==> src/rs485rb_pkg.sv <==
// shared constants and command codes for the rs485 uart ring buffers
`default_nettype none
package rs485rb_pkg;

	// ring sizes, one slot of each ring always stays empty
	localparam int RX_DEPTH = 64;
	localparam int TX_DEPTH = 64;
	localparam int RX_IDX_W = $clog2(RX_DEPTH);
	localparam int TX_IDX_W = $clog2(TX_DEPTH);

	// field widths
	localparam int CMD_W     = 3;
	localparam int DATA_W    = 8;
	localparam int RX_BYTE_W = 7;
	localparam int TX_BYTE_W = 8;
	localparam int OUT_W     = 24;

	// command codes carried on s_tuser
	localparam logic [CMD_W-1:0] CMD_RX_BYTE    = 3'd0;
	localparam logic [CMD_W-1:0] CMD_HOST_READ  = 3'd1;
	localparam logic [CMD_W-1:0] CMD_HOST_WRITE = 3'd2;
	localparam logic [CMD_W-1:0] CMD_TX_READY   = 3'd3;
	localparam logic [CMD_W-1:0] CMD_TX_DONE    = 3'd4;

endpackage
`default_nettype wire

==> src/rs485rb_ram.sv <==
// simple dual port ram, one write and one registered read per cycle
`default_nettype none
module rs485rb_ram #(
	parameter int DEPTH = 64,
	parameter int WIDTH = 8
) (
	input  wire logic                     clk,
	input  wire logic                     wr_en,
	input  wire logic [$clog2(DEPTH)-1:0] wr_addr,
	input  wire logic [WIDTH-1:0]         wr_data,
	input  wire logic                     rd_en,
	input  wire logic [$clog2(DEPTH)-1:0] rd_addr,
	output      logic [WIDTH-1:0]         rd_data
);

	logic [WIDTH-1:0] mem_q [DEPTH];

	always_ff @(posedge clk) begin
		if (wr_en) begin
			mem_q[wr_addr] <= wr_data;
		end
		if (rd_en) begin
			rd_data <= mem_q[rd_addr];
		end
	end

endmodule
`default_nettype wire

==> src/rs485_uart_ring_buffers.sv <==
// rs485 uart receive and transmit rings with line direction control
//
// channel | signals                          | carries
// --------+----------------------------------+----------------------------------------
// in      | s_tvalid s_tready s_tuser s_tdata | one command item: cmd on tuser, data on tdata
// out     | m_tvalid m_tready m_tdata        | one result item per command item
//
// every item is decoded and applied to the ring indices and the direction
// state in the cycle it is accepted; the store access of that item happens at the
// same edge, so one item per cycle is sustained as long as no result stalls, and the result
// appears in the next cycle. the output register is the only stage: a new item is taken
// while the result is taken in the same cycle. arst_n clears indices, the
// transmit enable, the armed release, the direction and the output valid; the
// stores hold nothing meaningful until written. a stalled result holds the
// input side off.
`default_nettype none
module rs485_uart_ring_buffers (
	input  wire logic                             clk,
	input  wire logic                             arst_n,
	input  wire logic                             s_tvalid,
	output      logic                             s_tready,
	input  wire logic [rs485rb_pkg::DATA_W-1:0]   s_tdata,  // [7:0] data
	input  wire logic [rs485rb_pkg::CMD_W-1:0]    s_tuser,  // [2:0] cmd
	output      logic                             m_tvalid,
	input  wire logic                             m_tready,
	// [0] read_valid, [7:1] read_data, [8] write_accepted, [9] tx_valid,
	// [17:10] tx_byte, [18] driver_transmit, [19] rx_overflow, [23:20] zero
	output      logic [rs485rb_pkg::OUT_W-1:0]    m_tdata
);

	localparam int RXW = rs485rb_pkg::RX_IDX_W;
	localparam int TXW = rs485rb_pkg::TX_IDX_W;

	// ring state
	logic [RXW-1:0] rx_head_q, rx_tail_q, rx_head_d, rx_tail_d;
	logic [TXW-1:0] tx_head_q, tx_tail_q, tx_head_d, tx_tail_d;
	logic           tx_en_q, tx_en_d;
	logic           armed_q, armed_d;
	logic           dir_q, dir_d;

	// wrapped successors of each index
	logic [RXW-1:0] rx_head_nx, rx_tail_nx;
	logic [TXW-1:0] tx_head_nx, tx_tail_nx;

	// decode results
	logic rx_wr, rx_rd, tx_wr, tx_rd;
	logic rd_valid_c, wr_acc_c, tx_valid_c, ovf_c;

	// output stage
	logic valid_s1;
	logic read_valid_s1, write_accepted_s1, tx_valid_s1, direction_s1, overflow_s1;
	logic [rs485rb_pkg::RX_BYTE_W-1:0] rx_rd_data;
	logic [rs485rb_pkg::TX_BYTE_W-1:0] tx_rd_data;

	logic accept;

	// input side opens when the result register is empty or being drained
	assign s_tready = !valid_s1 || m_tready;
	assign accept   = s_tvalid && s_tready;

	// indices wrap from depth-1 to 0
	assign rx_head_nx = (rx_head_q == RXW'(rs485rb_pkg::RX_DEPTH - 1)) ? '0 : rx_head_q + 1'b1;
	assign rx_tail_nx = (rx_tail_q == RXW'(rs485rb_pkg::RX_DEPTH - 1)) ? '0 : rx_tail_q + 1'b1;
	assign tx_head_nx = (tx_head_q == TXW'(rs485rb_pkg::TX_DEPTH - 1)) ? '0 : tx_head_q + 1'b1;
	assign tx_tail_nx = (tx_tail_q == TXW'(rs485rb_pkg::TX_DEPTH - 1)) ? '0 : tx_tail_q + 1'b1;

	// command decode
	always_comb begin
		rx_head_d  = rx_head_q;
		rx_tail_d  = rx_tail_q;
		tx_head_d  = tx_head_q;
		tx_tail_d  = tx_tail_q;
		tx_en_d    = tx_en_q;
		armed_d    = armed_q;
		dir_d      = dir_q;
		rx_wr      = 1'b0;
		rx_rd      = 1'b0;
		tx_wr      = 1'b0;
		tx_rd      = 1'b0;
		rd_valid_c = 1'b0;
		wr_acc_c   = 1'b0;
		tx_valid_c = 1'b0;
		ovf_c      = 1'b0;
		unique case (s_tuser)
			rs485rb_pkg::CMD_RX_BYTE: begin
				// head always advances; catching the tail loses the ring content
				rx_wr     = 1'b1;
				rx_head_d = rx_head_nx;
				ovf_c     = (rx_head_nx == rx_tail_q);
			end
			rs485rb_pkg::CMD_HOST_READ: begin
				if (rx_head_q != rx_tail_q) begin
					rx_rd      = 1'b1;
					rx_tail_d  = rx_tail_nx;
					rd_valid_c = 1'b1;
				end
			end
			rs485rb_pkg::CMD_HOST_WRITE: begin
				// driver turns to transmit even when the ring is full
				dir_d = 1'b1;
				if (tx_head_nx != tx_tail_q) begin
					tx_wr     = 1'b1;
					tx_head_d = tx_head_nx;
					tx_en_d   = 1'b1;
					wr_acc_c  = 1'b1;
				end
			end
			rs485rb_pkg::CMD_TX_READY: begin
				if (tx_en_q) begin
					if (tx_head_q != tx_tail_q) begin
						tx_rd      = 1'b1;
						tx_tail_d  = tx_tail_nx;
						tx_valid_c = 1'b1;
					end else begin
						// ring drained: stop and arm the direction release
						tx_en_d = 1'b0;
						armed_d = 1'b1;
					end
				end
			end
			rs485rb_pkg::CMD_TX_DONE: begin
				if (armed_q) begin
					dir_d   = 1'b0;
					armed_d = 1'b0;
				end
			end
			default: begin
			end
		endcase
	end

	// ring indices, direction state and result flags
	always_ff @(posedge clk or negedge arst_n) begin
		if (!arst_n) begin
			rx_head_q         <= '0;
			rx_tail_q         <= '0;
			tx_head_q         <= '0;
			tx_tail_q         <= '0;
			tx_en_q           <= 1'b0;
			armed_q           <= 1'b0;
			dir_q             <= 1'b0;
			valid_s1          <= 1'b0;
			read_valid_s1     <= 1'b0;
			write_accepted_s1 <= 1'b0;
			tx_valid_s1       <= 1'b0;
			direction_s1      <= 1'b0;
			overflow_s1       <= 1'b0;
		end else begin
			if (accept) begin
				rx_head_q         <= rx_head_d;
				rx_tail_q         <= rx_tail_d;
				tx_head_q         <= tx_head_d;
				tx_tail_q         <= tx_tail_d;
				tx_en_q           <= tx_en_d;
				armed_q           <= armed_d;
				dir_q             <= dir_d;
				read_valid_s1     <= rd_valid_c;
				write_accepted_s1 <= wr_acc_c;
				tx_valid_s1       <= tx_valid_c;
				direction_s1      <= dir_d;
				overflow_s1       <= ovf_c;
			end
			if (accept) begin
				valid_s1 <= 1'b1;
			end else if (m_tready) begin
				valid_s1 <= 1'b0;
			end
		end
	end

	// receive store: line bytes masked to seven bits
	rs485rb_ram #(
		.DEPTH(rs485rb_pkg::RX_DEPTH),
		.WIDTH(rs485rb_pkg::RX_BYTE_W)
	) u_rx_ram (
		.clk    (clk),
		.wr_en  (accept && rx_wr),
		.wr_addr(rx_head_nx),
		.wr_data(s_tdata[rs485rb_pkg::RX_BYTE_W-1:0]),
		.rd_en  (accept && rx_rd),
		.rd_addr(rx_tail_nx),
		.rd_data(rx_rd_data)
	);

	// transmit store: host bytes with the top bit forced high
	rs485rb_ram #(
		.DEPTH(rs485rb_pkg::TX_DEPTH),
		.WIDTH(rs485rb_pkg::TX_BYTE_W)
	) u_tx_ram (
		.clk    (clk),
		.wr_en  (accept && tx_wr),
		.wr_addr(tx_head_nx),
		.wr_data({1'b1, s_tdata[rs485rb_pkg::DATA_W-2:0]}),
		.rd_en  (accept && tx_rd),
		.rd_addr(tx_tail_nx),
		.rd_data(tx_rd_data)
	);

	// result packing; popped bytes are zero unless their flag is set
	assign m_tvalid = valid_s1;
	assign m_tdata  = {
		4'b0000,
		overflow_s1,
		direction_s1,
		tx_valid_s1 ? tx_rd_data : {rs485rb_pkg::TX_BYTE_W{1'b0}},
		tx_valid_s1,
		write_accepted_s1,
		read_valid_s1 ? rx_rd_data : {rs485rb_pkg::RX_BYTE_W{1'b0}},
		read_valid_s1
	};

endmodule
`default_nettype wire
==> config.mk <==
export PLATFORM = sky130hd
export DESIGN_NAME = rs485_uart_ring_buffers
export DESIGN_NICKNAME = d
export VERILOG_FILES = /design/src/rs485rb_pkg.sv /design/src/rs485rb_ram.sv /design/src/rs485_uart_ring_buffers.sv
export SDC_FILE = /design/constraint.sdc
export NUM_CORES = 1
export LEC_CHECK = 0
export BUFFER_PORTS_ARGS = -buffer_cell sky130_fd_sc_hd__clkbuf_2
export CORE_UTILIZATION = 30
export CTS_CLUSTER_SIZE = 12
export DETAILED_ROUTE_END_ITERATION = 6
export GPL_ROUTABILITY_DRIVEN = 0
export PLACE_DENSITY = 0.56
export SLEW_MARGIN = 15
export SYNTH_ARGS = -nofsm -noshare
export SYNTH_HDL_FRONTEND = slang
export SYNTH_SLANG_ARGS = --single-unit
==> constraint.sdc <==
create_clock -name clk -period 3.35 [get_ports clk]
set_input_delay 0.335 -clock clk [delete_from_list [all_inputs] [get_ports clk]]
set_output_delay 0.335 -clock clk [all_outputs]
set_load 0.05 [all_outputs]
Word-level counts from Yosys, hierarchy flattened
Memory sizes are Yosys's and may differ from the RTL's. A register that Yosys moved wholly into a read port is not among the register bits.
Index checks and enable logic that the tools add are counted.
Widths: inputs -> output; s select.
- add/subtract/negate cells: 4
- $mul: 0
- divide/modulo/power cells: 0
- order comparisons: 0
- eq/ne operators: 16
- shift-type cells: 0
- mux-type cells: 28
- bitwise operators: 0
- reductions and logical operators: 19
- operators by type and width (cell ; count):
    $add 6x1->6 const B ; 4
    $eq 6x6->1 const B ; 4
    $mux 6 ; 4
    $mux 1 ; 19
    $ne 6x6->1 ; 3
    $reduce_and 3->1 ; 4
    $mux 8 ; 1
    $ne 2x2->1 const B ; 4
    $reduce_and 4->1 ; 2
    $reduce_bool 2->1 ; 4
    $mux 7 ; 1
    $eq 3x2->1 const B ; 2
    $eq 6x6->1 ; 1
    $pmux 1 s2 ; 3
    $logic_and 1x1->1 ; 5
    $eq 3x1->1 const B ; 1
    $eq 3x3->1 const B ; 1
    $logic_not 3->1 ; 1
    $reduce_and 2->1 ; 1
    $logic_not 1->1 ; 1
    $logic_or 1x1->1 ; 1
- bits in registers: 40
- latch bits: 0
- bits in writable memories: 896
- memory bits (read-only): 0
- bits of input ports: 15
- word-level logic and storage cells: 82
- memories kept: 2
- memories (memory ; depth ; bits a word ; rd ports ; clocked after memory_dff ; wr ports ; line ; RTL):
    u_rx_ram.mem_q ; 64 ; 7 ; 1 ; 1 ; 1 ; rs485rb_ram.sv:16 ; logic [WIDTH-1:0] mem_q [DEPTH];
    u_tx_ram.mem_q ; 64 ; 7 ; 1 ; 1 ; 1 ; rs485rb_ram.sv:16 ;

Logic depth before layout (Yosys ltp)
- depth after elaboration: 8
- depth in mapped cells: 14
- gate-level depth less buffers: 9

Modules after synthesis
Synthesis repeated with hierarchy kept, for this count alone.
- cells, all modules: 2033
- area total of the unflattened synthesis: 40367.5 µm²
- modules (own cells, without submodules) (module ; times used ; cells each ; area each (µm²) ; sequential area each (µm²)):
    rs485rb_ram at u_tx_ram ; 1 ; 940 ; 20246.9 ; 15615.0
    rs485rb_ram at u_rx_ram ; 1 ; 827 ; 17705.7 ; 13663.1
    rs485_uart_ring_buffers ; 1 ; 266 ; 2414.8 ; 800.8

Worst setup path after synthesis
OpenSTA, ideal clock, no wires.
- kind: reg2reg
- from: reg valid_s1, in the netlist m_tvalid
- to: mem u_tx_ram.mem_q[19][0] (netlist name) (enable)
- arrival time: 2.613 ns
- slack: 0.357 ns
- cell stages (with the launch flop): 10
- path buffers: 1
- period minus slack after synthesis: 2.993 ns
- cells stage by stage: dfrtp_1 > nand2b_1 > nand2_1 > nor2_1 > nand2_1 > nor2_1 > o41ai_2 > nand2b_1 > buf_2 > nor3_1
- longest elaborated chain between the ends: 6
- ends and longest elaborated chain (element ; line ; RTL):
    start, declared ; rs485_uart_ring_buffers.sv:50 ; logic valid_s1;
    start signal, assigned ; rs485_uart_ring_buffers.sv:142 ; valid_s1 <= 1'b0;
    start signal, assigned ; rs485_uart_ring_buffers.sv:164 ; valid_s1 <= 1'b1;
    start signal, assigned ; rs485_uart_ring_buffers.sv:166 ; valid_s1 <= 1'b0;
    $logic_not 1->1 ; rs485_uart_ring_buffers.sv:58 ; assign s_tready = !valid_s1 || m_tready;
    $logic_or 1x1->1 ; rs485_uart_ring_buffers.sv:58 ;
    named net s_tready ; rs485_uart_ring_buffers.sv:21 ; output logic s_tready,
    $logic_and 1x1->1 ; rs485_uart_ring_buffers.sv:59 ; assign accept = s_tvalid && s_tready;
    $logic_and 1x1->1 ; rs485_uart_ring_buffers.sv:191 ; .wr_en (accept && tx_wr),
    $mux 1 ; rs485rb_ram.sv:19 ; if (wr_en) begin
    $mux 1 (not written as such) ; rs485rb_ram.sv:20 ; mem_q[wr_addr] <= wr_data;
    end, declared ; rs485rb_ram.sv:16 ;
The timed path passes the listed nets, and every way through them passes these cells.

Worst setup path after layout
- from: reg rx_tail_q[0]
- to: reg u_rx_ram.rd_data[3] (read register of u_rx_ram.mem_q), data pin
- longest elaborated chain between the ends: 4
- elaborated cells on any way between the ends: 7
- ends and longest elaborated chain (element ; line ; RTL):
    start, declared ; rs485_uart_ring_buffers.sv:35 ; logic [RXW-1:0] rx_head_q, rx_tail_q, rx_head_d, rx_tail_d;
    start signal, assigned ; rs485_uart_ring_buffers.sv:151 ; rx_tail_q <= rx_tail_d;
    branches (longest 4 deep; another with $add 6x1->6) ; -- ;
    end, declared ; rs485rb_ram.sv:13 ; output logic [WIDTH-1:0] rd_data
Parallel ways; which one is timed is not known.
A chain may end at the register's enable or synchronous reset.

==> results.sh <==
export IMPL_status="completed"
export IMPL_drt_wirelength_per_cell_um=22.6
export IMPL_critPathRequiredTime_ps=3750
export IMPL_ioPinCount=41
export IMPL_antenna_found_initial=5
export IMPL_tightestPinTransition_ps=1170
export IMPL_synth_flop_cell="edfxtp_1"
export IMPL_core_area_um2=128000
export IMPL_ir_worst_vdd_v=0.000576
export IMPL_powerDensity_nw_per_um2=782
export IMPL_holdWs_ps=107
export IMPL_final_cell_mix="910 x edfxtp_1, 617 x nand2_1, 289 x buf_4, 212 x nand3_1, 171 x nor2_1"
export IMPL_rows=131
export IMPL_final_common_cell="edfxtp_1"
export IMPL_dp_hpwl_um=69600
export IMPL_clk_latency_ps=680
export IMPL_max_freq_mhz=307
export IMPL_cts_clk_slew_worst_paths_ps=60
export IMPL_cts_max_level=3
export IMPL_final_nets=3125
export IMPL_slew_headroom_pct=21.9
export IMPL_fin_crit_sh_pct=97.3
export IMPL_crit_type="reg -> reg"
export IMPL_rsz0062_at_grt="no"
export IMPL_synth_seq_area_share_pct=72.5
export IMPL_setup_slack_ps=90.4
export IMPL_drv_cap=0
export IMPL_startpoint="rx_tail_q[0]"
export IMPL_clock_path_buffers=3
export IMPL_drc=0
export IMPL_hold_path_class="in -> reg"
export IMPL_vias_per_cell=5.09
export IMPL_grt_usage_pct=16.4
export IMPL_synthDistinctLibCells=78
export IMPL_grt_max_degree=123
export IMPL_numPortBuffers=35
export IMPL_crit_fanout=41
export IMPL_dp_slack_ps=-285
export IMPL_die_y_um=362
export IMPL_cp_data_arrival_time_ps=3660
export IMPL_cts_root_buf="clkbuf_16"
export IMPL_syn_to_final_growth_pct=17.9
export IMPL_min_from="s_tdata[4]"
export IMPL_drive_above_1_share_pct=17.1
export IMPL_final_hold_viol_count=0
export IMPL_ant_nets=0
export IMPL_syn_area_um2=38800
export IMPL_period_minus_slack_ps=3260
export IMPL_setup_viol=0
export IMPL_wl_um=109000
export IMPL_startpoint_type="flip-flop"
export IMPL_skew_ps=28.2
export IMPL_die_w_um=362
export IMPL_start_util_pct=30.3
export IMPL_dp_cells=4665
export IMPL_cts_tree="yes"
export IMPL_grt_pass1_wl_um=159000
export IMPL_cts_buffers=95
export IMPL_layoutNonFillerInstCount=4824
export IMPL_cellLeakagePower_nw=15.3
export IMPL_slew_violations=0
export IMPL_via_count=24500
export IMPL_clkSinkCount=942
export IMPL_die_area_um2=131000
export IMPL_end_kind="flip-flop"
export IMPL_timing_rr_start="rx_tail_q[0]"
export IMPL_overflow=0
export IMPL_grt_pass1_vias=23900
export IMPL_dr_pass1_iters=6
export IMPL_syn_inst=2846
export IMPL_synth_edf_count=910
export IMPL_ys_async_sr_fraction_pct=3.40
export IMPL_syn_mean_instance_area_um2=13.6
export IMPL_yosysWarnings=0
export IMPL_ys_ff_latch=942
export IMPL_first_iter_violations=2798
stage by stage:
stage	total power (W)	area [um^2]	utilization [%]	setup TNS [ps]
6_report	0.0358	45700	35.8	0
5_1_grt	0.0372	45700	35.8	0
4_1_cts	0.0359	45700	35.8	0
2_1_floorplan	0.0207	38800	-	0
3_3_place_gp	0.0259	42800	33.5	-282
3_5_place_dp	0.0260	42800	33.5	-285
final timing paths:
check	end	slack (ps)	depth (start not counted)
max	u_rx_ram.rd_data[3]	90	9
max in group asynchronous	rx_head_q[5]	2330	2
min reg2reg	armed_q	490	1
max reg2reg	u_rx_ram.rd_data[3]	90	9
min	u_rx_ram.mem_q[46][4]	110	1
min in group asynchronous	m_tvalid	370	2
flip-flops by register name, indices dropped and copies added, names as in the netlist, 6 cells and up:
register and count:
u_rx_ram.mem_q 448, u_tx_ram.mem_q 448, u_rx_ram.rd_data 7, u_tx_ram.rd_data 7, rx_head_q 6, rx_tail_q 6, tx_head_q 6, tx_tail_q 6
worst max-delay path, cell delays in order, from the launching register on:
cell,delay [ps]
dfrtp_1,390
buf_4,280
inv_1,170
o21ai_4,130
buf_4,240
buf_12,270
mux4_2,560
o21ai_1,270
nand4_1,300
and4_1,340
layer usage:
metal	wire length (um)	global-route usage, %
met2	50300	25.9
met3	8190	3.16
met1	47500	22.7
met5	46	0
met4	2800	5.34
cells in the mapped netlist (23+ instances only):
| library cell | count | share of area (%) |
|---|---|---|
| mux2i_1 | 107 | 2.8 |
| edfxtp_1 | 910 | 70 |
| nand2_1 | 617 | 6.0 |
| clkbuf_1 | 59 | 0.57 |
| nand3_1 | 212 | 2.7 |
| nand4_1 | 50 | 0.81 |
| dfrtp_1 | 32 | 2.1 |
| a31oi_1 | 55 | 0.89 |
| nor2_1 | 175 | 1.7 |
| a32oi_1 | 25 | 0.56 |
| buf_2 | 74 | 0.95 |
| mux4_2 | 23 | 1.3 |
| a21oi_1 | 106 | 1.4 |
| o21ai_0 | 37 | 0.48 |
| xnor2_1 | 31 | 0.70 |
| a221oi_1 | 27 | 0.61 |
| buf_4 | 34 | 0.66 |
power by group:
group / switching (W) / internal (W)
Sequential: 0.000138 / 0.0131
Combinational: 0.00822 / 0.00439
Clock: 0.00432 / 0.00561
timing repair:
| item | in CTS | in global routing |
|---|---|---|
| pin swaps | 1 | 1 |
| hold endpoints to repair | 36 | 0 |
| buffers inserted | 1 | 0 |
| resized for setup | 3 | 4 |
| hold buffers | 5 | 0 |
| setup endpoints to repair | 1 | 4 |
area by class of cell:
| cell class | instances | area, um^2 |
|---|---|---|
| well taps | 1662 | 2080 |
| clock inverters | 27 | 244 |
| multi-input cells | 1711 | 9730 |
| diodes | 1 | 2.50 |
| repair buffers | 353 | 2980 |
| inverters | 3 | 11.3 |
| clock buffers | 125 | 2550 |
| flip-flops and latches | 942 | 28100 |
| fillers | 12300 | 82100 |
logic make-up (layout without fill, tap and decap cells):
logic type,after synthesis,after routing,synth area share (%)
and+or+nand+nor,1165,1165,13.0
other,1,5,0.00967
xor gates and xnor gates,47,47,1.08
AOI/OAI and AO/OA,351,351,6.12
adders and majority gates,4,4,0.129
DFF,942,942,72.5
muxes,140,140,4.39
buffers and inverters,196,508,2.72
No activity file was read; power rests on OpenSTA's default activity.
